[config.mk]
export PLATFORM = sky130hd
export DESIGN_NAME = pps_div
export DESIGN_NICKNAME = d
export VERILOG_FILES = /design/src/pps_pkg.sv /design/src/pps_div.sv
export SDC_FILE = /design/constraint.sdc
export NUM_CORES = 1
export LEC_CHECK = 0
export BUFFER_PORTS_ARGS = -buffer_cell sky130_fd_sc_hd__buf_4
export CAP_MARGIN = 30
export CELL_PAD_IN_SITES_DETAIL_PLACEMENT = 1
export CELL_PAD_IN_SITES_GLOBAL_PLACEMENT = 1
export CORE_UTILIZATION = 30
export CTS_CLUSTER_DIAMETER = 100
export CTS_CLUSTER_SIZE = 30
export DETAILED_ROUTE_END_ITERATION = 10
export PLACE_DENSITY = 0.59
export SYNTH_ARGS = -nofsm -noshare
export SYNTH_HDL_FRONTEND = slang
export SYNTH_SLANG_ARGS = --single-unit
[constraint.sdc]
create_clock -name clk_i -period 2.8 [get_ports clk_i]
set_input_delay 0.42 -clock clk_i [delete_from_list [all_inputs] [get_ports clk_i]]
set_output_delay 0.42 -clock clk_i [all_outputs]
set_load 0.005 [all_outputs]
[src/pps_pkg.sv]
`timescale 1ns / 1ps
`default_nettype none

package pps_pkg;

  localparam int unsigned MAX_SAMPLES    = 1024;
  localparam int unsigned SAMP_AW        = $clog2(MAX_SAMPLES);
  localparam int unsigned SAMP_CW        = SAMP_AW + 1;
  localparam int unsigned MAX_PEAK_SLOTS = 32;
  localparam int unsigned PEAK_AW        = $clog2(MAX_PEAK_SLOTS);
  localparam int unsigned PEAK_CW        = PEAK_AW + 1;

  localparam int unsigned TIME_W   = 32;
  localparam int unsigned AMP_IN_W = 24;
  localparam int unsigned AMP_W    = 23;
  localparam int unsigned SEP_W    = 16;
  localparam int unsigned MAXPK_W  = 6;
  localparam int unsigned SUM_W    = TIME_W + PEAK_AW;
  localparam int unsigned CFG_IDX_W  = 8;
  localparam int unsigned CFG_DATA_W = 16;

  localparam logic [CFG_IDX_W-1:0] CFG_MIN_SEP   = 8'd0;
  localparam logic [CFG_IDX_W-1:0] CFG_MAX_PEAKS = 8'd1;

  localparam logic [SEP_W-1:0]   MIN_SEP_RESET   = 16'd205;
  localparam logic [MAXPK_W-1:0] MAX_PEAKS_RESET = 6'd10;

  typedef struct packed {
    logic               start;
    logic [SUM_W-1:0]   dividend;
    logic [PEAK_AW-1:0] divisor;
  } div_req_t;

  typedef struct packed {
    logic              busy;
    logic              done;
    logic [TIME_W-1:0] quotient;
  } div_rsp_t;

endpackage

`default_nettype wire

[src/pps_div.sv]
`timescale 1ns / 1ps
`default_nettype none

// Restoring divider, one quotient bit per cycle.
module pps_div (
  input  wire                       clk_i,
  input  wire                       rst_ni,
  input  wire pps_pkg::div_req_t    req_i,
  output pps_pkg::div_rsp_t         rsp_o
);
  import pps_pkg::*;

  localparam int unsigned CNT_W = $clog2(SUM_W + 1);

  logic [SUM_W-1:0]   quo_q, quo_d;
  logic [PEAK_AW:0]   rem_q, rem_d;
  logic [PEAK_AW-1:0] dvs_q, dvs_d;
  logic [CNT_W-1:0]   cnt_q, cnt_d;
  logic               busy_q, busy_d, done_q, done_d;
  logic [PEAK_AW+1:0] trial;

  always_comb begin
    quo_d  = quo_q;
    rem_d  = rem_q;
    dvs_d  = dvs_q;
    cnt_d  = cnt_q;
    busy_d = busy_q;
    done_d = 1'b0;
    trial  = {rem_q, quo_q[SUM_W-1]};
    if (req_i.start) begin
      quo_d  = req_i.dividend;
      rem_d  = '0;
      dvs_d  = req_i.divisor;
      cnt_d  = CNT_W'(SUM_W);
      busy_d = 1'b1;
    end else if (busy_q) begin
      if (trial >= {2'b00, dvs_q}) begin
        rem_d = (PEAK_AW+1)'(trial - {2'b00, dvs_q});
        quo_d = {quo_q[SUM_W-2:0], 1'b1};
      end else begin
        rem_d = trial[PEAK_AW:0];
        quo_d = {quo_q[SUM_W-2:0], 1'b0};
      end
      cnt_d = cnt_q - 1'b1;
      if (cnt_q == CNT_W'(1)) begin
        busy_d = 1'b0;
        done_d = 1'b1;
      end
    end
  end

  always_ff @(posedge clk_i or negedge rst_ni) begin
    if (!rst_ni) begin
      busy_q <= 1'b0;
      done_q <= 1'b0;
      cnt_q  <= '0;
    end else begin
      busy_q <= busy_d;
      done_q <= done_d;
      cnt_q  <= cnt_d;
    end
  end

  always_ff @(posedge clk_i) begin
    quo_q <= quo_d;
    rem_q <= rem_d;
    dvs_q <= dvs_d;
  end

  assign rsp_o = '{busy: busy_q, done: done_q, quotient: quo_q[TIME_W-1:0]};

endmodule

`default_nettype wire
==> metrics.cfg <==
[run_status]
status = finished, final reports clean

[setup_path]
critPathBufInv = 1
cp_max_fo = 5
path_class = reg2reg
crit_arrival_ns = 2.11
cp_cell_sequence = inv_1 -> ha_1 -> a2111oi_4 -> o21ai_2 -> a2111oi_2 -> nor3b_1
required_ns = 2.99
path_depth = 6
crit_path_max_incr_delay_ns = 0.46
r2r_cells = 6
crit_path_top_delay_cell = a2111oi_4
crit_path_end_kind = flip-flop
cp_top_family = compound AO/OA/AOI/OAI gates
cp-start-kind = flip-flop

[floorplan]
start_util = 0.313
die_y_um = 101
num_io_pins = 79
coreArea_mm2 = 0.00937
die_area_mm2 = 0.0102
row_count = 35
die_w_um = 101

[global_route]
grt_usage = 0.120
grt_pass1_vias = 1878
grt_pass1_wl_mm = 9.35
antenna_found_initial = 0
grt_max_degree = 38
grt.overflow.total = 0

[clock_network]
cts_sinks = 56
post_cts_buffers = 0
clock_tree.root_cell = clkbuf_8
cts_resized = 0
cts_tree = built
clock_latency_ns = 0.31
h-tree-depth = 2
path_clk_slew_ns = 0.10
holdBufCountCts = 1
cts_buffer_depth = 2
cts_buffers = 5

[job]
maxCapViolCount = 0

[placed_design]
gp_congestion = 0.766
dp.final_hpwl_mm = 4.42
io_buffers = 78
placedInstanceArea_mm2 = 0.00340

[timing]
slew_headroom = 0.553
holdWs_ns = 0.283
period_share = 0.688
finalCriticalPeriod_ns = 1.93
fmax_mhz = 519
hold_viol = 0
tightest_slew_ns = 0.671
maxSlewViolCount = 0
setup_viol = 0
tns_ns = 0
rsz0062_at_grt = no
finalClockSkew_ns = 0.0128

[routing]
ant_nets = 0
drt-wirelength-per-cell_um = 14.8
viasPerCell = 4.45
vias = 1799
drc_errors = 0
drt_iter0_drc = 59
drt_wl_total_mm = 5.99
drt_pass1_iterations = 4

[synth]
ys_types = 43
synth_edf_count = 42
ys_seq_area_frac = 0.539
synth-async-reset-ratio = 0.143
ys.flop_type = edfxtp_1
ys_ff_latch = 56
syn_area_per_cell_um2 = 12.9
synth.cell_area_mm2 = 0.00293
syn-instance-count = 228
syn_nets = 282
yosysWarnings = 0

[layout]
areaGrowthSynthToFinish_pct = 19.5
design_area_mm2 = 0.00350
nNetsFinal = 328
drive_gt1_frac = 0.480
antenna_cells = 0

[pwr]
switchingPower_mw = 0.664
internal_power_mw = 1.55
p_clk_frac = 0.202
ir_worst_vdd_uv = 187
netSwitchingFraction = 0.299
power_frac_seq = 0.500
p_per_area_mw_per_mm2 = 633
pwr-share-comb = 0.298
p_leak_nw = 1.42

[min_path]
whs_path_depth = 1
worstHoldPathType = in2reg

[power groups by stage]
stage	clock, mW	sequential (mW)	combinational, mW
6_report	0.449	1.11	0.660
5_1_grt	0.499	1.13	0.726
4_1_cts	0.475	1.11	0.665
3_5_place_dp	0	1.13	0.660
3_3_place_gp	0	1.13	0.653
2_1_floorplan	0	1.10	0.505
[per-layer routing]
layer / GRT usage / vias to the layer above / share of wire
met3: 0.0250 / 5 / 0.043
met5: 0 / - / 0
met1: 0.152 / 873 / 0.45
met2: 0.208 / 42 / 0.50
li1: - / 879 / -
met4: 0.0334 / 0 / 0.0095
[state kept, by name, summed over array words and instances, names as in the netlist]
register,cells
rem_q,6
cnt_q,6
dvs_q,5
done_q,1
busy_q,1
quo_q,37
[layout make-up]
cell class,instances,area (um2)
Clock buffer,6,72.6
Clock inverter,2,16.3
Fill cell,1047,5870
Inverter,11,41.3
Multi-Input combinational cell,119,1020
Sequential cell,56,1580
Tap cell,129,161
Timing Repair Buffer,81,611
[kinds of logic (layout without fill, tap and decap cells)]
| kind of cell | count (synthesis) | after routing | synth area share |
|---|---|---|---|
| flops | 56 | 56 | 0.539 |
| buf+inv | 53 | 100 | 0.113 |
| simple gates | 44 | 44 | 0.0794 |
| mux | 37 | 37 | 0.142 |
| compound gates | 22 | 22 | 0.0644 |
| fa+ha+maj | 9 | 9 | 0.0410 |
| xor+xnor | 7 | 7 | 0.0209 |
[final timing paths]
check	from	to	slack [ns]
worst max-delay path	dvs_q[4]$_DFFE_PP_	rem_q[5]$_SDFFE_PP0P_	0.87
worst min-delay path	req_i[1]	dvs_q[1]$_DFFE_PP_	0.28
worst max register to register	dvs_q[4]$_DFFE_PP_	rem_q[5]$_SDFFE_PP0P_	0.87
worst min register to register	rem_q[3]$_SDFFE_PP0P_	rem_q[3]$_SDFFE_PP0P_	0.52
max in group asynchronous	rst_ni	busy_q$_DFF_PN0_	2.20
min in group asynchronous	rst_ni	cnt_q[1]$_DFFE_PN0P_	0.46
[per-stage QoR]
stage,power [mW],util,worst slack [ns],std cells
after CTS,2.25,0.374,0.851,404
after floorplan,1.60,-,0.662,228
after detailed placement,1.79,0.363,0.864,395
after global placement,1.78,0.363,0.884,395
after global routing,2.35,0.374,0.774,404
final,2.22,0.374,0.874,404
[cell usage after synthesis (all sizes together) (4+ instances only)]
cell type | instances | area (um2)
dfxtp | 6 | 120
a21oi | 4 | 23.8
ha | 8 | 100
nand2b | 5 | 31.3
inv | 11 | 41.3
nand2 | 9 | 33.8
edfxtp | 42 | 1260
nor2 | 11 | 41.3
buf | 38 | 275
clkbuf | 4 | 15.0
mux2 | 37 | 417
xnor2 | 4 | 35.0
dfrtp | 8 | 200
o21ai | 5 | 28.8
[worst register-to-register path: cells and delay by family (launching register included)]
kind / cells / cell delay (ns)
DFF: 1 / 0.33
adders and majority gates: 1 / 0.37
buffers and inverters: 1 / 0.05
and+or+nand+nor: 1 / 0.09
AOI/OAI and AO/OA: 3 / 0.98
[layout by cell type (no fill, tap or decap), drive strengths merged, types with 5 or more instances in the layout]
cell type	instances
nor2	11
buf	80
clkbuf	6
edfxtp	42
mux2	37
o21ai	5
inv	11
dfrtp	8
nand2b	5
dfxtp	6
nand2	9
ha	8
Note: power is estimated with default switching activity, not from simulation.
